**config.mk**
```make
export PLATFORM = sky130hd
export DESIGN_NAME = counting_sort_small_range_top
export DESIGN_NICKNAME = d
export VERILOG_FILES = /design/src/design/csort_pkg.sv /design/src/design/csort_ram.sv /design/src/design/csort_front.sv /design/src/design/csort_queue.sv /design/src/design/csort_back.sv /design/src/design/counting_sort_small_range_top.sv
export VERILOG_INCLUDE_DIRS = /design/src /design/src/design
export SDC_FILE = /design/constraint.sdc
export NUM_CORES = 1
export LEC_CHECK = 0
export BUFFER_PORTS_ARGS = -buffer_cell sky130_fd_sc_hd__buf_2
export CORE_ASPECT_RATIO = 1.2
export CORE_MARGIN = 1.5
export CORE_UTILIZATION = 35
export CTS_CLUSTER_SIZE = 14
export DETAILED_ROUTE_END_ITERATION = 8
export PLACE_DENSITY = 0.57
export REMOVE_ABC_BUFFERS = 1
export SYNTH_ARGS = -nofsm -noshare
export SYNTH_HDL_FRONTEND = slang
export SYNTH_SLANG_ARGS = --single-unit
```
**constraint.sdc**
```tcl
create_clock -name aclk -period 5 [get_ports aclk]
set_clock_uncertainty 0.05 [all_clocks]
set_input_delay 1 -clock aclk [delete_from_list [all_inputs] [get_ports aclk]]
set_output_delay 1 -clock aclk [all_outputs]
set_load 0.1 [all_outputs]
```
**src/design/counting_sort_small_range_top_assert.svh**
```systemverilog
// Assertion macros shared by the counting sort modules.
// The asserting module must have aclk and aresetn in scope.
`ifndef COUNTING_SORT_SMALL_RANGE_TOP_ASSERT_SVH
`define COUNTING_SORT_SMALL_RANGE_TOP_ASSERT_SVH

// Same-cycle implication.
`define CSORT_CHECK(label, ante, cons) \
    label: assert property (@(posedge aclk) disable iff (!aresetn) (ante) |-> (cons)) \
        else $error("csort check failed");

// Next-cycle implication.
`define CSORT_CHECK_NEXT(label, ante, cons) \
    label: assert property (@(posedge aclk) disable iff (!aresetn) (ante) |=> (cons)) \
        else $error("csort check failed");

`endif

```
**src/design/csort_pkg.sv**
```systemverilog
`timescale 1ns / 1ps

package csort_pkg;

    // Field widths
    localparam int VAL_W       = 4;
    localparam int CNT_W       = 7;
    localparam int VEXT_W      = 9;
    localparam int TDATA_W     = 8;

    // Front-to-back queue
    localparam int QUEUE_DEPTH = 4;
    localparam int QPTR_W      = $clog2(QUEUE_DEPTH);
    localparam int QCNT_W      = $clog2(QUEUE_DEPTH + 1);

    // Classified input word
    typedef struct packed {
        logic [VAL_W-1:0] value;
        logic             in_range;
        logic             last;
    } csort_item_t;

    // Result word
    typedef struct packed {
        logic [VAL_W-1:0] value;
        logic             last;
        logic             dropped;
    } csort_result_t;

endpackage

```
**src/design/csort_ram.sv**
```systemverilog
`timescale 1ns / 1ps

module csort_ram #(
    parameter int WIDTH = 7,
    parameter int DEPTH = 10
) (
    input  logic                     aclk,
    input  logic                     wr_en,
    input  logic [$clog2(DEPTH)-1:0] wr_addr,
    input  logic [WIDTH-1:0]         wr_data,
    input  logic                     rd_en,
    input  logic [$clog2(DEPTH)-1:0] rd_addr,
    output logic [WIDTH-1:0]         rd_data
);

    logic [WIDTH-1:0] mem [DEPTH];

    // Write port, registered read port (read returns the old word on collision)
    always_ff @(posedge aclk) begin
        if (wr_en) begin
            mem[wr_addr] <= wr_data;
        end
        if (rd_en) begin
            rd_data <= mem[rd_addr];
        end
    end

endmodule

```
**src/design/csort_front.sv**
```systemverilog
`timescale 1ns / 1ps

module csort_front #(
    parameter int VALUE_RANGE = 10
) (
    input  logic                        aclk,
    input  logic                        aresetn,
    input  logic                        s_tvalid,
    output logic                        s_tready,
    input  logic [csort_pkg::VAL_W-1:0] item_value,
    input  logic                        end_of_set,
    output logic                        push_vld,
    input  logic                        push_rdy,
    output csort_pkg::csort_item_t      push_item
);

    import csort_pkg::*;

    logic        f_vld_reg;
    logic        f_vld_next;
    csort_item_t f_item_reg;
    logic [VEXT_W-1:0] val_ext;

    assign val_ext  = VEXT_W'(item_value);
    assign s_tready = !f_vld_reg || push_rdy;
    assign push_vld = f_vld_reg;
    assign push_item = f_item_reg;

    // Hold a word until the queue takes it
    always_comb begin
        f_vld_next = f_vld_reg;
        if (push_rdy) begin
            f_vld_next = 1'b0;
        end
        if (s_tvalid && s_tready) begin
            f_vld_next = 1'b1;
        end
    end

    // Classify the value against the histogram range
    always_ff @(posedge aclk) begin
        if (!aresetn) begin
            f_vld_reg <= 1'b0;
        end else begin
            f_vld_reg <= f_vld_next;
        end
        if (s_tvalid && s_tready) begin
            f_item_reg.value    <= item_value;
            f_item_reg.in_range <= (val_ext < VEXT_W'(VALUE_RANGE));
            f_item_reg.last     <= end_of_set;
        end
    end

endmodule

```
**src/design/csort_queue.sv**
```systemverilog
`timescale 1ns / 1ps

`include "counting_sort_small_range_top_assert.svh"

module csort_queue (
    input  logic                   aclk,
    input  logic                   aresetn,
    input  logic                   push_vld,
    output logic                   push_rdy,
    input  csort_pkg::csort_item_t push_item,
    output logic                   pop_vld,
    input  logic                   pop,
    output csort_pkg::csort_item_t pop_item
);

    import csort_pkg::*;

    csort_item_t       mem_reg [QUEUE_DEPTH];
    logic [QPTR_W-1:0] wr_ptr_reg;
    logic [QPTR_W-1:0] rd_ptr_reg;
    logic [QCNT_W-1:0] cnt_reg;
    logic              do_push;
    logic              do_pop;

    assign push_rdy = (cnt_reg != QCNT_W'(QUEUE_DEPTH));
    assign pop_vld  = (cnt_reg != '0);
    assign pop_item = mem_reg[rd_ptr_reg];
    assign do_push  = push_vld && push_rdy;
    assign do_pop   = pop && pop_vld;

    // Advance pointers and occupancy
    always_ff @(posedge aclk) begin
        if (!aresetn) begin
            wr_ptr_reg <= '0;
            rd_ptr_reg <= '0;
            cnt_reg    <= '0;
        end else begin
            if (do_push) begin
                wr_ptr_reg <= QPTR_W'(wr_ptr_reg + 1'b1);
            end
            if (do_pop) begin
                rd_ptr_reg <= QPTR_W'(rd_ptr_reg + 1'b1);
            end
            if (do_push && !do_pop) begin
                cnt_reg <= QCNT_W'(cnt_reg + 1'b1);
            end else if (do_pop && !do_push) begin
                cnt_reg <= QCNT_W'(cnt_reg - 1'b1);
            end
        end
        if (do_push) begin
            mem_reg[wr_ptr_reg] <= push_item;
        end
    end

    `CSORT_CHECK(a_q_bound, 1'b1, cnt_reg <= QCNT_W'(QUEUE_DEPTH))
    `CSORT_CHECK_NEXT(a_q_full_hold, (cnt_reg == QCNT_W'(QUEUE_DEPTH)) && !pop, cnt_reg == QCNT_W'(QUEUE_DEPTH))

endmodule

```
**src/design/csort_back.sv**
```systemverilog
`timescale 1ns / 1ps

`include "counting_sort_small_range_top_assert.svh"

module csort_back #(
    parameter int VALUE_RANGE = 10,
    parameter int MAX_ITEMS   = 64
) (
    input  logic                     aclk,
    input  logic                     aresetn,
    input  logic                     q_vld,
    output logic                     q_pop,
    input  csort_pkg::csort_item_t   q_item,
    output logic                     res_vld,
    input  logic                     res_rdy,
    output csort_pkg::csort_result_t res
);

    import csort_pkg::*;

    localparam int BIN_AW = $clog2(VALUE_RANGE);

    typedef enum logic [2:0] {
        ST_LOAD,
        ST_FLUSH,
        ST_RD,
        ST_CNT,
        ST_EMIT
    } state_t;

    state_t             state_reg, state_next;
    logic [VALUE_RANGE-1:0] bin_vld_reg, bin_vld_next;
    logic [CNT_W-1:0]   held_reg, held_next;
    logic               ovf_reg, ovf_next;
    logic               b_vld_reg, b_vld_next;
    logic [BIN_AW-1:0]  rd_addr_reg, rd_addr_next;
    logic               lw_vld_reg, lw_vld_next;
    logic [BIN_AW-1:0]  lw_addr_reg, lw_addr_next;
    logic [CNT_W-1:0]   lw_data_reg, lw_data_next;
    logic [BIN_AW-1:0]  bin_idx_reg, bin_idx_next;
    logic [CNT_W-1:0]   remain_reg, remain_next;
    logic [CNT_W-1:0]   emit_cnt_reg, emit_cnt_next;
    logic               res_vld_reg, res_vld_next;
    csort_result_t      res_reg, res_next;

    logic               ram_wr_en;
    logic               ram_rd_en;
    logic [BIN_AW-1:0]  ram_rd_addr;
    logic [CNT_W-1:0]   ram_rd_data;
    logic [CNT_W-1:0]   cnt_sel;
    logic [CNT_W-1:0]   cnt_inc;
    logic [VEXT_W-1:0]  q_val_ext;
    logic [VEXT_W-1:0]  bin_ext;
    logic               is_last;

    assign res_vld   = res_vld_reg;
    assign res       = res_reg;
    assign q_val_ext = VEXT_W'(q_item.value);
    assign bin_ext   = VEXT_W'(bin_idx_reg);
    assign is_last   = (CNT_W'(emit_cnt_reg + 1'b1) == held_reg);

    // Count of the bin just read: forward the latest write, unwritten bins read zero
    always_comb begin
        if (lw_vld_reg && (lw_addr_reg == rd_addr_reg)) begin
            cnt_sel = lw_data_reg;
        end else if (bin_vld_reg[rd_addr_reg]) begin
            cnt_sel = ram_rd_data;
        end else begin
            cnt_sel = '0;
        end
    end
    assign cnt_inc = CNT_W'(cnt_sel + 1'b1);

    csort_ram #(
        .WIDTH(CNT_W),
        .DEPTH(VALUE_RANGE)
    ) u_hist (
        .aclk    (aclk),
        .wr_en   (ram_wr_en),
        .wr_addr (rd_addr_reg),
        .wr_data (cnt_inc),
        .rd_en   (ram_rd_en),
        .rd_addr (ram_rd_addr),
        .rd_data (ram_rd_data)
    );

    always_comb begin
        state_next    = state_reg;
        bin_vld_next  = bin_vld_reg;
        held_next     = held_reg;
        ovf_next      = ovf_reg;
        b_vld_next    = 1'b0;
        rd_addr_next  = rd_addr_reg;
        lw_vld_next   = lw_vld_reg;
        lw_addr_next  = lw_addr_reg;
        lw_data_next  = lw_data_reg;
        bin_idx_next  = bin_idx_reg;
        remain_next   = remain_reg;
        emit_cnt_next = emit_cnt_reg;
        res_vld_next  = res_vld_reg;
        res_next      = res_reg;
        ram_wr_en     = 1'b0;
        ram_rd_en     = 1'b0;
        ram_rd_addr   = bin_idx_reg;
        q_pop         = 1'b0;

        // Drop the result once taken
        if (res_vld_reg && res_rdy) begin
            res_vld_next = 1'b0;
        end

        // Write back the incremented bin
        if (b_vld_reg) begin
            ram_wr_en                 = 1'b1;
            bin_vld_next[rd_addr_reg] = 1'b1;
            lw_vld_next               = 1'b1;
            lw_addr_next              = rd_addr_reg;
            lw_data_next              = cnt_inc;
        end

        unique case (state_reg)
            ST_LOAD: begin
                if (q_vld) begin
                    q_pop = 1'b1;
                    if (q_item.in_range && (held_reg < CNT_W'(MAX_ITEMS))) begin
                        ram_rd_en    = 1'b1;
                        ram_rd_addr  = q_val_ext[BIN_AW-1:0];
                        rd_addr_next = q_val_ext[BIN_AW-1:0];
                        b_vld_next   = 1'b1;
                        held_next    = CNT_W'(held_reg + 1'b1);
                    end else begin
                        ovf_next = 1'b1;
                    end
                    if (q_item.last) begin
                        state_next = ST_FLUSH;
                    end
                end
            end
            ST_FLUSH: begin
                bin_idx_next  = '0;
                emit_cnt_next = '0;
                if (held_reg == '0) begin
                    bin_vld_next = '0;
                    lw_vld_next  = 1'b0;
                    ovf_next     = 1'b0;
                    state_next   = ST_LOAD;
                end else begin
                    state_next = ST_RD;
                end
            end
            ST_RD: begin
                ram_rd_en    = 1'b1;
                rd_addr_next = bin_idx_reg;
                state_next   = ST_CNT;
            end
            ST_CNT: begin
                if (cnt_sel != '0) begin
                    remain_next = cnt_sel;
                    state_next  = ST_EMIT;
                end else if (bin_idx_reg == BIN_AW'(VALUE_RANGE - 1)) begin
                    bin_vld_next = '0;
                    lw_vld_next  = 1'b0;
                    held_next    = '0;
                    ovf_next     = 1'b0;
                    state_next   = ST_LOAD;
                end else begin
                    bin_idx_next = BIN_AW'(bin_idx_reg + 1'b1);
                    state_next   = ST_RD;
                end
            end
            ST_EMIT: begin
                if (!res_vld_reg || res_rdy) begin
                    res_vld_next     = 1'b1;
                    res_next.value   = bin_ext[VAL_W-1:0];
                    res_next.last    = is_last;
                    res_next.dropped = ovf_reg;
                    emit_cnt_next    = CNT_W'(emit_cnt_reg + 1'b1);
                    remain_next      = CNT_W'(remain_reg - 1'b1);
                    if (is_last) begin
                        bin_vld_next = '0;
                        lw_vld_next  = 1'b0;
                        held_next    = '0;
                        ovf_next     = 1'b0;
                        state_next   = ST_LOAD;
                    end else if (remain_reg == CNT_W'(1)) begin
                        bin_idx_next = BIN_AW'(bin_idx_reg + 1'b1);
                        state_next   = ST_RD;
                    end
                end
            end
            default: begin
                state_next = ST_LOAD;
            end
        endcase
    end

    // State, histogram bookkeeping and the output register
    always_ff @(posedge aclk) begin
        if (!aresetn) begin
            state_reg   <= ST_LOAD;
            bin_vld_reg <= '0;
            held_reg    <= '0;
            ovf_reg     <= 1'b0;
            b_vld_reg   <= 1'b0;
            lw_vld_reg  <= 1'b0;
            res_vld_reg <= 1'b0;
        end else begin
            state_reg   <= state_next;
            bin_vld_reg <= bin_vld_next;
            held_reg    <= held_next;
            ovf_reg     <= ovf_next;
            b_vld_reg   <= b_vld_next;
            lw_vld_reg  <= lw_vld_next;
            res_vld_reg <= res_vld_next;
        end
        rd_addr_reg  <= rd_addr_next;
        lw_addr_reg  <= lw_addr_next;
        lw_data_reg  <= lw_data_next;
        bin_idx_reg  <= bin_idx_next;
        remain_reg   <= remain_next;
        emit_cnt_reg <= emit_cnt_next;
        res_reg      <= res_next;
    end

    `CSORT_CHECK(a_held_bound, 1'b1, held_reg <= CNT_W'(MAX_ITEMS))
    `CSORT_CHECK(a_emit_below_held, state_reg == ST_EMIT, emit_cnt_reg < held_reg)
    `CSORT_CHECK(a_wb_in_load, b_vld_reg, (state_reg == ST_LOAD) || (state_reg == ST_FLUSH))

endmodule

```
**src/design/counting_sort_small_range_top.sv**
```systemverilog
`timescale 1ns / 1ps

// Channel  Dir  Ports                     Contents
// input    in   s_tvalid/s_tready/s_tdata  s_tdata[3:0] item_value, s_tlast end_of_set
// result   out  m_tvalid/m_tready/m_tdata  m_tdata[3:0] sorted_value, m_tlast last_of_run,
//                                          m_tuser dropped_flag
//
// Loading takes one value per cycle while the histogram loads; a four-word queue
// sits between the input stage and the histogram. After the end-of-set word: a
// flush state, then per bin visited a histogram RAM read and a count check, plus
// an emit per value emitted, all bound by the single histogram RAM read port.
// Reset is synchronous, active low; it clears the histogram valid bits at once.
// Input is taken while a result waits in the output register; m_tready low
// stalls the drain, and the input stalls once the queue has filled.

module counting_sort_small_range_top #(
    parameter int VALUE_RANGE = 10,
    parameter int MAX_ITEMS   = 64
) (
    input  logic       aclk,
    input  logic       aresetn,
    input  logic       s_tvalid,
    output logic       s_tready,
    input  logic [7:0] s_tdata,   // [3:0] item_value, [7:4] zero
    input  logic       s_tlast,
    output logic       m_tvalid,
    input  logic       m_tready,
    output logic [7:0] m_tdata,   // [3:0] sorted_value, [7:4] zero
    output logic       m_tlast,
    output logic       m_tuser    // [0] dropped_flag
);

    import csort_pkg::*;

    logic          push_vld;
    logic          push_rdy;
    csort_item_t   push_item;
    logic          q_vld;
    logic          q_pop;
    csort_item_t   q_item;
    csort_result_t res;

    csort_front #(
        .VALUE_RANGE(VALUE_RANGE)
    ) u_front (
        .aclk       (aclk),
        .aresetn    (aresetn),
        .s_tvalid   (s_tvalid),
        .s_tready   (s_tready),
        .item_value (s_tdata[VAL_W-1:0]),
        .end_of_set (s_tlast),
        .push_vld   (push_vld),
        .push_rdy   (push_rdy),
        .push_item  (push_item)
    );

    csort_queue u_queue (
        .aclk      (aclk),
        .aresetn   (aresetn),
        .push_vld  (push_vld),
        .push_rdy  (push_rdy),
        .push_item (push_item),
        .pop_vld   (q_vld),
        .pop       (q_pop),
        .pop_item  (q_item)
    );

    csort_back #(
        .VALUE_RANGE(VALUE_RANGE),
        .MAX_ITEMS  (MAX_ITEMS)
    ) u_back (
        .aclk    (aclk),
        .aresetn (aresetn),
        .q_vld   (q_vld),
        .q_pop   (q_pop),
        .q_item  (q_item),
        .res_vld (m_tvalid),
        .res_rdy (m_tready),
        .res     (res)
    );

    assign m_tdata = {(TDATA_W - VAL_W)'(0), res.value};
    assign m_tlast = res.last;
    assign m_tuser = res.dropped;

endmodule
```
==> flow_metrics.env, run 1 <==
export IMPL_slew_headroom_pct=11.8
export IMPL_clkSinkCount=180
export IMPL_postCtsSetupRepairBufs=0
export IMPL_synth_edf_count=146
export IMPL_h_tree_depth=4
export IMPL_ctsHoldBuffers=0
export IMPL_dieArea_mm2=0.0236
export IMPL_synth_seq_cells=180
export IMPL_nNetsFinal=644
export IMPL_maxCapViolCount=0
export IMPL_synth_top_area_cell="edfxtp_1"
export IMPL_synth_area_leaders="edfxtp_1, dfxtp_1, mux2i_1, mux4_2, ha_1"
export IMPL_status="completed"
export IMPL_cts_buffers=17
export IMPL_die_x_um=140
export IMPL_syn_to_final_growth_pct=12.1
export IMPL_clock_path_buffers=2
export IMPL_drive_gt1_share_pct=13.4
export IMPL_finalSetupViolCount=0
export IMPL_critPathKind="reg2reg"
export IMPL_cts_tree="built"
export IMPL_ys_types=57
export IMPL_worstHoldPathType="reg2reg"
export IMPL_critPathRequiredTime_ns=5.22
export IMPL_multiInputGateArea_mm2=0.00270
export IMPL_synth_area_mm2=0.00792
export IMPL_largest_reg_flops=70
export IMPL_fin_ws_ns=1.13
export IMPL_syn_mean_instance_area_um2=13.3
export IMPL_ys_async_sr_fraction_pct=0
export IMPL_route_detailed_wl_per_inst_um=17.4
export IMPL_drt_iter0_markers=287
export IMPL_portBuffers=16
export IMPL_path_clk_slew_ns=0.07
export IMPL_fin_total_pwr_w=0.00458
export IMPL_dpl_hpwl_um=10900
export IMPL_initial_core_util_pct=35.5
export IMPL_worstPathMaxFanout=12
export IMPL_dp_cells=876
export IMPL_clockRootBuffer="clkbuf_16"
export IMPL_via_per_inst=5.22
export IMPL_arrival_ns=4.10
export IMPL_clkLatencyLatePin_ns=0.43
export IMPL_wl_um=15800
export IMPL_final_cells=907
export IMPL_post_cts_resize_count=0
export IMPL_overflow=0
export IMPL_globalRouteTotalUtil_pct=13.9
export IMPL_grt_max_degree=24
export IMPL_setup_tns_ns=0
export IMPL_cp_end_kind="flop"
export IMPL_via_count=4735
export IMPL_die_h_um=168
export IMPL_yosysSeqAreaShare_pct=63.9
export IMPL_rsz0062_at_grt="no"
export IMPL_seqCellArea_mm2=0.00506
export IMPL_postSynthCellCount=596
export IMPL_synth_top_cell_area_share_pct=55.3
export IMPL_period_share_pct=77.5
export IMPL_hold_viol=0
export IMPL_cellLeakagePower_nw=3.13
export IMPL_core_mm2=0.0223
export IMPL_gp_congestion=0.828
export IMPL_pre_cts_slack_ns=1.19
export IMPL_ys_warn_count=0
export IMPL_min_period_ns=3.87
export IMPL_rows=60
export IMPL_synth_main_ff_cell="edfxtp_1"
export IMPL_grt_pass1_wl_um=25100
export IMPL_drc_errors=0
export IMPL_tightestPinTransition_ns=1.29
export IMPL_ios=25
export IMPL_p_per_area_mw_per_mm2=516
export IMPL_grt_antenna_before_repair=0
export IMPL_critPathLaunchType="flop"
export IMPL_drv_slew=0
export IMPL_max_freq_ghz=0.258
export IMPL_nFillCells=2037
export IMPL_firstDrtPassIters=5
export IMPL_antenna_cells=0
export IMPL_grt_pass1_vias=4711
export IMPL_ir_worst_vdd_uv=312
export IMPL_ant_nets=0
## power breakdown
part           internal (W)  switching, W  total, W
Sequential          0.00191      0.000179   0.00209
Clock              0.000738      0.000571   0.00131
Combinational      0.000457      0.000719   0.00118
Total               0.00311       0.00147   0.00458
## cells in the mapped netlist, types with 14 or more instances
cell and n:
edfxtp_1 146, nor2_1 46, nand2_1 40, dfxtp_1 34
mux2i_1 29, o21ai_0 20, a21oi_1 18, and3_1 16
inv_1 16, ha_1 14
## final timing paths
path / depth (start not counted) / to / start / slack [ns]
worst max-delay path: 9 / u_back.held_reg[5] / u_back.rd_addr_reg[0] / 1.13
worst min-delay path: 0 / u_back.res[0] / u_back.ovf_reg / 0.41
worst min register to register: 0 / u_back.res[0] / u_back.ovf_reg / 0.41
worst max register to register: 9 / u_back.held_reg[5] / u_back.rd_addr_reg[0] / 1.13
## layout by cell type (no fill, tap or decap), types with 3 or more instances in the layout
| master | count |
|---|---|
| clkbuf_16 | 17 |
| nand3_1 | 12 |
| nand4_1 | 4 |
| buf_4 | 6 |
| ha_1 | 14 |
| or2_2 | 5 |
| mux2_2 | 11 |
| conb_1 | 4 |
| o211ai_1 | 13 |
| inv_1 | 16 |
| and3_1 | 16 |
| o22ai_1 | 4 |
| xor2_1 | 13 |
| a21oi_1 | 18 |
| o21a_1 | 12 |
| or4_1 | 3 |
| clkinvlp_4 | 3 |
| nor3_1 | 11 |
| nor2b_1 | 6 |
| clkinv_2 | 3 |
| a31oi_1 | 7 |
| and2_1 | 10 |
| nand2_1 | 40 |
| nand3b_1 | 3 |
| a22oi_1 | 12 |
| a21boi_0 | 4 |
| nor2_1 | 46 |
| buf_2 | 16 |
| nand2b_1 | 12 |
| mux2i_1 | 28 |
| dfxtp_1 | 34 |
| o21ai_0 | 20 |
| edfxtp_1 | 146 |
| mux4_2 | 8 |
| xnor2_1 | 13 |
| inv_6 | 4 |
| xnor3_1 | 3 |
## critical path: stages, from the launching register on
cell      delay [ns]
edfxtp_1        0.58
nor2b_1         0.22
a221o_1         0.28
or4_1           0.66
and3_1          0.23
a21oi_1         0.34
ha_1            0.27
a31oi_2         0.16
nor3_1          0.73
o21ai_0         0.21
## routing by layer
layer / global-route usage [%] / routed length (um)
met1: 16.8 / 6800
met2: 24.6 / 8240
met3: 2.70 / 475
met4: 5.31 / 286
met5: 0 / 0
## logic make-up after synthesis
kind of cell             after synthesis  share of synthesized area [%]
AND/OR/NAND/NOR                      176                           11.0
XOR/XNOR                              29                           3.73
multiplexers                          48                           7.50
buffers and inverters                 41                           2.32
adder cells (fa/ha/maj)               15                           2.46
other                                  1                         0.0473
AO/OA/AOI/OAI                        106                           8.99
flip-flops                           180                           63.9
## cell type report
type | instances | area share (%)
flip-flops and latches | 180 | 57.0
multi-input cells | 378 | 30.4
clock buffers | 17 | 4.79
well taps | 279 | 3.93
clock inverters | 14 | 1.66
repair buffers | 22 | 1.41
inverters | 17 | 0.719
## metrics by stage
stage          utilization (%)  hold slack [ns]  cell area [um2]
2_1_floorplan                -            0.359             7810
6_report                  39.8            0.410             8880
3_5_place_dp              37.3            0.401             8310
3_3_place_gp              37.3            0.394             8310
5_1_grt                   39.8            0.435             8880
4_1_cts                   39.8            0.416             8880
Power figures use the tool's default switching activity.
==> run 2: changes to the inputs <==
Settings changed: ABC_AREA set to 1, PLACE_DENSITY 0.57 to 0.59.
Clock period 5 ns to 3.45 ns, I/O delays scaled along.
==> flow_metrics.env, run 2 <==
export IMPL_cellLeakagePower_nw=3.90
export IMPL_nNetsFinal=925
export IMPL_cts_buffers=17
export IMPL_ys_top_cells_by_count="nand2_1, edfxtp_1, inv_1"
export IMPL_ys_types=45
export IMPL_post_cts_resize_count=0
export IMPL_syn_mean_instance_area_um2=9.72
export IMPL_slowest_stage="xor2_1"
export IMPL_max_freq_ghz=0.329
export IMPL_p_per_area_mw_per_mm2=743
export IMPL_period_share_pct=88.2
export IMPL_finalSetupViolCount=0
export IMPL_drt_iter0_markers=391
export IMPL_fin_total_pwr_w=0.00701
export IMPL_dpl_hpwl_um=11100
export IMPL_regToRegSetupSlack_ns=0.41
export IMPL_timing_rr_end="u_back.u_hist.mem[9][6]"
export IMPL_gp_congestion=0.792
export IMPL_seqCellArea_mm2=0.00506
export IMPL_core_mm2=0.0234
export IMPL_die_h_um=173
export IMPL_mostFrequentLayoutCells="nand2_1, edfxtp_1, inv_1"
export IMPL_hold_start="s_tlast"
export IMPL_status="completed"
export IMPL_synth_area_leaders="edfxtp_1, nand2_1, dfxtp_1, inv_1, nand3_1"
export IMPL_worstPathMaxFanout=11
export IMPL_ys_warn_count=0
export IMPL_hold_viol=0
export IMPL_grt_antenna_before_repair=0
export IMPL_via_count=5546
export IMPL_globalRouteTotalUtil_pct=14.2
export IMPL_grt_pass1_vias=5542
export IMPL_synth_area_mm2=0.00839
export IMPL_tightestPinTransition_ns=0.963
export IMPL_cts_tree="built"
export IMPL_synth_edf_count=146
export IMPL_ios=25
export IMPL_largest_reg_flops=70
export IMPL_synth_top_area_cell="edfxtp_1"
export IMPL_path_clk_slew_ns=0.08
export IMPL_grt_pass1_wl_um=27400
export IMPL_rows=61
export IMPL_postCtsSetupRepairBufs=0
export IMPL_min_period_ns=3.04
export IMPL_slew_headroom_pct=35.1
export IMPL_wl_um=16000
export IMPL_syn_to_final_growth_pct=12.3
export IMPL_firstDrtPassIters=6
export IMPL_postSynthCellCount=864
export IMPL_portBuffers=16
export IMPL_synth_main_ff_cell="edfxtp_1"
export IMPL_initial_core_util_pct=35.9
export IMPL_final_common_cell="nand2_1"
export IMPL_cp_startpoint="u_back.rd_addr_reg[0]"
export IMPL_clkLatencyLatePin_ns=0.43
export IMPL_maxCapViolCount=0
export IMPL_multiInputGateArea_mm2=0.00270
export IMPL_drv_slew=0
export IMPL_worstHoldPathType="in2reg"
export IMPL_antenna_cells=0
export IMPL_cp_end_kind="flop"
export IMPL_max_stage_delay_ns=0.65
export IMPL_nFillCells=2320
export IMPL_reg2reg_depth=12
export IMPL_critPathRequiredTime_ns=3.52
export IMPL_setup_tns_ns=0
export IMPL_whs_endpoint="u_front.push_item[0]"
export IMPL_crit_chain="inv_4, nand2_2, nand2_2, nor2_4, nand3_4, inv_2, a22o_1, ha_1, nand2_1, nor2_1, nand3_1, xor2_1"
export IMPL_cp_num_buf_inv=2
export IMPL_critPathKind="reg2reg"
export IMPL_drc_errors=0
export IMPL_via_per_inst=4.53
export IMPL_holdPathStages=1
export IMPL_ir_worst_vdd_uv=462
export IMPL_clkSinkCount=180
export IMPL_crit_family="simple AND/OR/NAND/NOR gates"
export IMPL_ant_nets=0
export IMPL_yosysMostFrequentCell="nand2_1"
export IMPL_clock_path_buffers=2
export IMPL_clockRootBuffer="clkbuf_16"
export IMPL_synth_seq_cells=180
export IMPL_route_detailed_wl_per_inst_um=13.0
export IMPL_h_tree_depth=4
export IMPL_arrival_ns=3.11
export IMPL_rsz0062_at_grt="no"
export IMPL_crit_top_cell="nand2_2"
export IMPL_synth_top_cell_area_share_pct=52.2
export IMPL_die_x_um=144
export IMPL_dieArea_mm2=0.0249
export IMPL_ys_async_sr_fraction_pct=0
export IMPL_yosysSeqAreaShare_pct=60.3
export IMPL_ctsHoldBuffers=0
export IMPL_drive_gt1_share_pct=12.5
export IMPL_grt_max_degree=36
export IMPL_rr_startpoint="u_back.rd_addr_reg[0]"
export IMPL_overflow=0
export IMPL_critPathLaunchType="flop"
## run 2: cell types whose count changed after synthesis, sizes merged, moves of 16 or more
cell | before | now
nand2 | 40 | 217
nor2 | 46 | 101
mux2i | 29 | 0
inv | 17 | 137
and3 | 16 | 0
nand3 | 12 | 83
## run 2: cell families (layout without fill, tap and decap cells)
group	after synthesis	in the layout	share of synthesized area (%)
flops	180	180	60.3
compound gates	68	68	4.64
fa+ha+maj	15	15	2.33
simple gates	423	423	23.0
other cells	1	4	0.0447
buf+inv	158	201	7.69
xor+xnor	19	19	1.98
## run 2: worst max path at each step
stage	end	cells past startpoint
floorplan	u_back.bin_idx_reg[0]	13
global placement	u_back.u_hist.mem[5][6]	11
detailed placement	u_back.u_hist.mem[6][6]	12
CTS	u_back.u_hist.mem[9][6]	12
global route	u_back.u_hist.mem[9][6]	14
finish	u_back.u_hist.mem[9][6]	12
## run 2: per-layer routing
layer  track usage [%]  routed length [um]
met2              24.2                8020
met1              17.5                7190
met4              4.88                 250
met5                 0                   0
met3              3.21                 490
## run 2: final cells by class
| class | count | share of cell area [%] |
|---|---|---|
| repair buffers | 32 | 2.12 |
| clock buffers | 17 | 4.51 |
| well taps | 315 | 4.18 |
| inverters | 137 | 5.48 |
| clock inverters | 15 | 1.41 |
| multi-input cells | 529 | 28.6 |
| flip-flops and latches | 180 | 53.7 |
## run 2: where the power goes
part / internal (W) / switching (W) / leakage (nW)
registers: 0.00271 / 0.000200 / 1.60
logic: 0.000706 / 0.00153 / 2.02
clock network: 0.000958 / 0.000900 / 0.280
total: 0.00438 / 0.00263 / 3.90
## run 2: metrics by stage
step                setup WS (ns)  hold WS [ns]  instances  utilization, %  area (um2)
floorplan                   0.881         0.359        846               -        8280
global placement            0.421         0.373       1193            38.0        8870
detailed placement          0.402         0.377       1193            38.0        8870
CTS                         0.377         0.356       1225            40.4        9430
global route                0.111         0.345       1225            40.4        9430
finish                      0.406         0.376       1225            40.4        9430
==> run 3: changes to the inputs <==
Settings changed: PLACE_DENSITY 0.59 to 0.57.
Clock period 3.45 ns to 3.8 ns, I/O delays scaled along.
==> flow_metrics.env, run 3 (same netlist as run 2, synthesis figures left out) <==
export IMPL_status="completed"
export IMPL_critPathRequiredTime_ns=4.05
export IMPL_grt_pass1_wl_um=27100
export IMPL_gp_congestion=0.833
export IMPL_route_detailed_wl_per_inst_um=13.4
export IMPL_postCtsSetupRepairBufs=0
export IMPL_clockRootBuffer="clkbuf_16"
export IMPL_intPower_w=0.00396
export IMPL_cts_tree="built"
export IMPL_crit_top_cell="nand2_1"
export IMPL_ios=25
export IMPL_worstPathMaxFanout=13
export IMPL_drive_gt1_share_pct=12.3
export IMPL_via_count=5501
export IMPL_swShare_pct=37.5
export IMPL_p_seq_share_pct=41.9
export IMPL_drv_slew=0
export IMPL_max_freq_ghz=0.323
export IMPL_power_share_clock_pct=25.3
export IMPL_rsz0062_at_grt="no"
export IMPL_overflow=0
export IMPL_slowest_stage="edfxtp_1"
export IMPL_syn_to_final_growth_pct=11.7
export IMPL_critPathKind="reg2reg"
export IMPL_place_area_mm2=0.00885
export IMPL_grt_antenna_before_repair=0
export IMPL_fin_area_mm2=0.00938
export IMPL_dieArea_mm2=0.0249
export IMPL_crit_family="simple AND/OR/NAND/NOR gates"
export IMPL_core_mm2=0.0234
export IMPL_period_share_pct=81.6
export IMPL_regToRegSetupSlack_ns=0.70
export IMPL_p_per_area_mw_per_mm2=676
export IMPL_portBuffers=16
export IMPL_largest_reg_flops=70
export IMPL_p_comb_share_pct=32.9
export IMPL_tightestPinTransition_ns=1.21
export IMPL_crit_chain="inv_4, nand2_1, nand2_1, nand2_1, nand2_1, nand2_1, nand3_2, a22o_1, inv_1, ha_1, inv_1, nor2_4, nand3_4, nand2_4, nand3_2, nand2_2, nor2_1"
export IMPL_setup_tns_ns=0
export IMPL_p_switching_w=0.00238
export IMPL_clkSinkCount=180
export IMPL_max_stage_delay_ns=0.60
export IMPL_rows=61
export IMPL_arrival_ns=3.35
export IMPL_grt_pass1_vias=5292
export IMPL_finalCoreUtilization_pct=40.2
export IMPL_die_x_um=144
export IMPL_ir_worst_vdd_uv=376
export IMPL_cellLeakagePower_nw=3.85
export IMPL_grt_max_degree=36
export IMPL_min_period_ns=3.10
export IMPL_hold_viol=0
export IMPL_cp_end_kind="flop"
export IMPL_path_clk_slew_ns=0.07
export IMPL_cts_buffers=17
export IMPL_final_common_cell="nand2_1"
export IMPL_finalSetupViolCount=0
export IMPL_wl_um=16400
export IMPL_die_h_um=173
export IMPL_globalRouteTotalUtil_pct=14.0
export IMPL_slew_headroom_pct=18.5
export IMPL_dpl_hpwl_um=11000
export IMPL_maxCapViolCount=0
export IMPL_worstHoldPathType="reg2reg"
export IMPL_cp_num_buf_inv=3
export IMPL_firstDrtPassIters=7
export IMPL_ctsHoldBuffers=0
export IMPL_clkLatencyLatePin_ns=0.43
export IMPL_mostFrequentLayoutCells="nand2_1, edfxtp_1, inv_1"
export IMPL_ant_nets=0
export IMPL_initial_core_util_pct=35.9
export IMPL_critPathLaunchType="flop"
export IMPL_h_tree_depth=4
export IMPL_antenna_cells=0
export IMPL_nNetsFinal=921
export IMPL_via_per_inst=4.51
export IMPL_drc_errors=0
export IMPL_drt_iter0_markers=252
export IMPL_clock_path_buffers=2
export IMPL_post_cts_resize_count=0
## run 3: cell count changes in the layout (fill, tap and decap cells not counted), sizes merged
cell and delta:
clkinv +1, buf -4, clkinvlp +5, clkbuf +1, inv -7
## run 3: through the flow
stage / instances / setup slack, ns / hold WS (ns) / total power, W
after global routing: 1221 / 0.350 / 0.414 / 0.00679
after detailed placement: 1189 / 0.665 / 0.393 / 0.00481
after CTS: 1221 / 0.644 / 0.407 / 0.00641
after global placement: 1189 / 0.682 / 0.398 / 0.00479
final: 1221 / 0.700 / 0.405 / 0.00634
after floorplan: 846 / 1.23 / 0.359 / 0.00414
## run 3: cell type report
| cell class | count | area (um2) |
|---|---|---|
| tap | 315 | 394 |
| clock buffer | 18 | 429 |
| clock inverter | 14 | 103 |
| fill | 2323 | 14000 |
| timing repair buffer | 28 | 170 |
| inverter | 137 | 517 |
| multi-input combinational | 529 | 2700 |
| sequential | 180 | 5060 |
## run 3: tightest hold or removal path, stage by stage (launching register included)
cell	delay (ns)
dfxtp_1	0.30
inv_1	0.05
a21oi_1	0.06
## run 3: worst paths after layout
kind,from,depth (start not counted),to
max,u_back.rd_addr_reg[0],17,u_back.bin_vld_reg[1]
max reg2reg,u_back.rd_addr_reg[0],17,u_back.bin_vld_reg[1]
min reg2reg,u_queue.rd_ptr_reg[1],2,flop
min,u_queue.rd_ptr_reg[1],2,flop
## run 3: power groups by stage
| stage | Combinational, W | Sequential [W] | Clock (W) |
|---|---|---|---|
| after global placement | 0.00210 | 0.00269 | 0 |
| after detailed placement | 0.00211 | 0.00270 | 0 |
| after global routing | 0.00239 | 0.00269 | 0.00171 |
| after floorplan | 0.00149 | 0.00265 | 0 |
| final | 0.00208 | 0.00265 | 0.00160 |
| after CTS | 0.00212 | 0.00266 | 0.00163 |
## run 3: layer usage
metal  up-vias  GRT usage [%]  share of wire, %
li1       2861              -                 -
met2        87           23.1                49
met3        17           3.10               3.2
met4         0           4.76               1.7
met1      2536           18.2                46
met5         -              0                 0
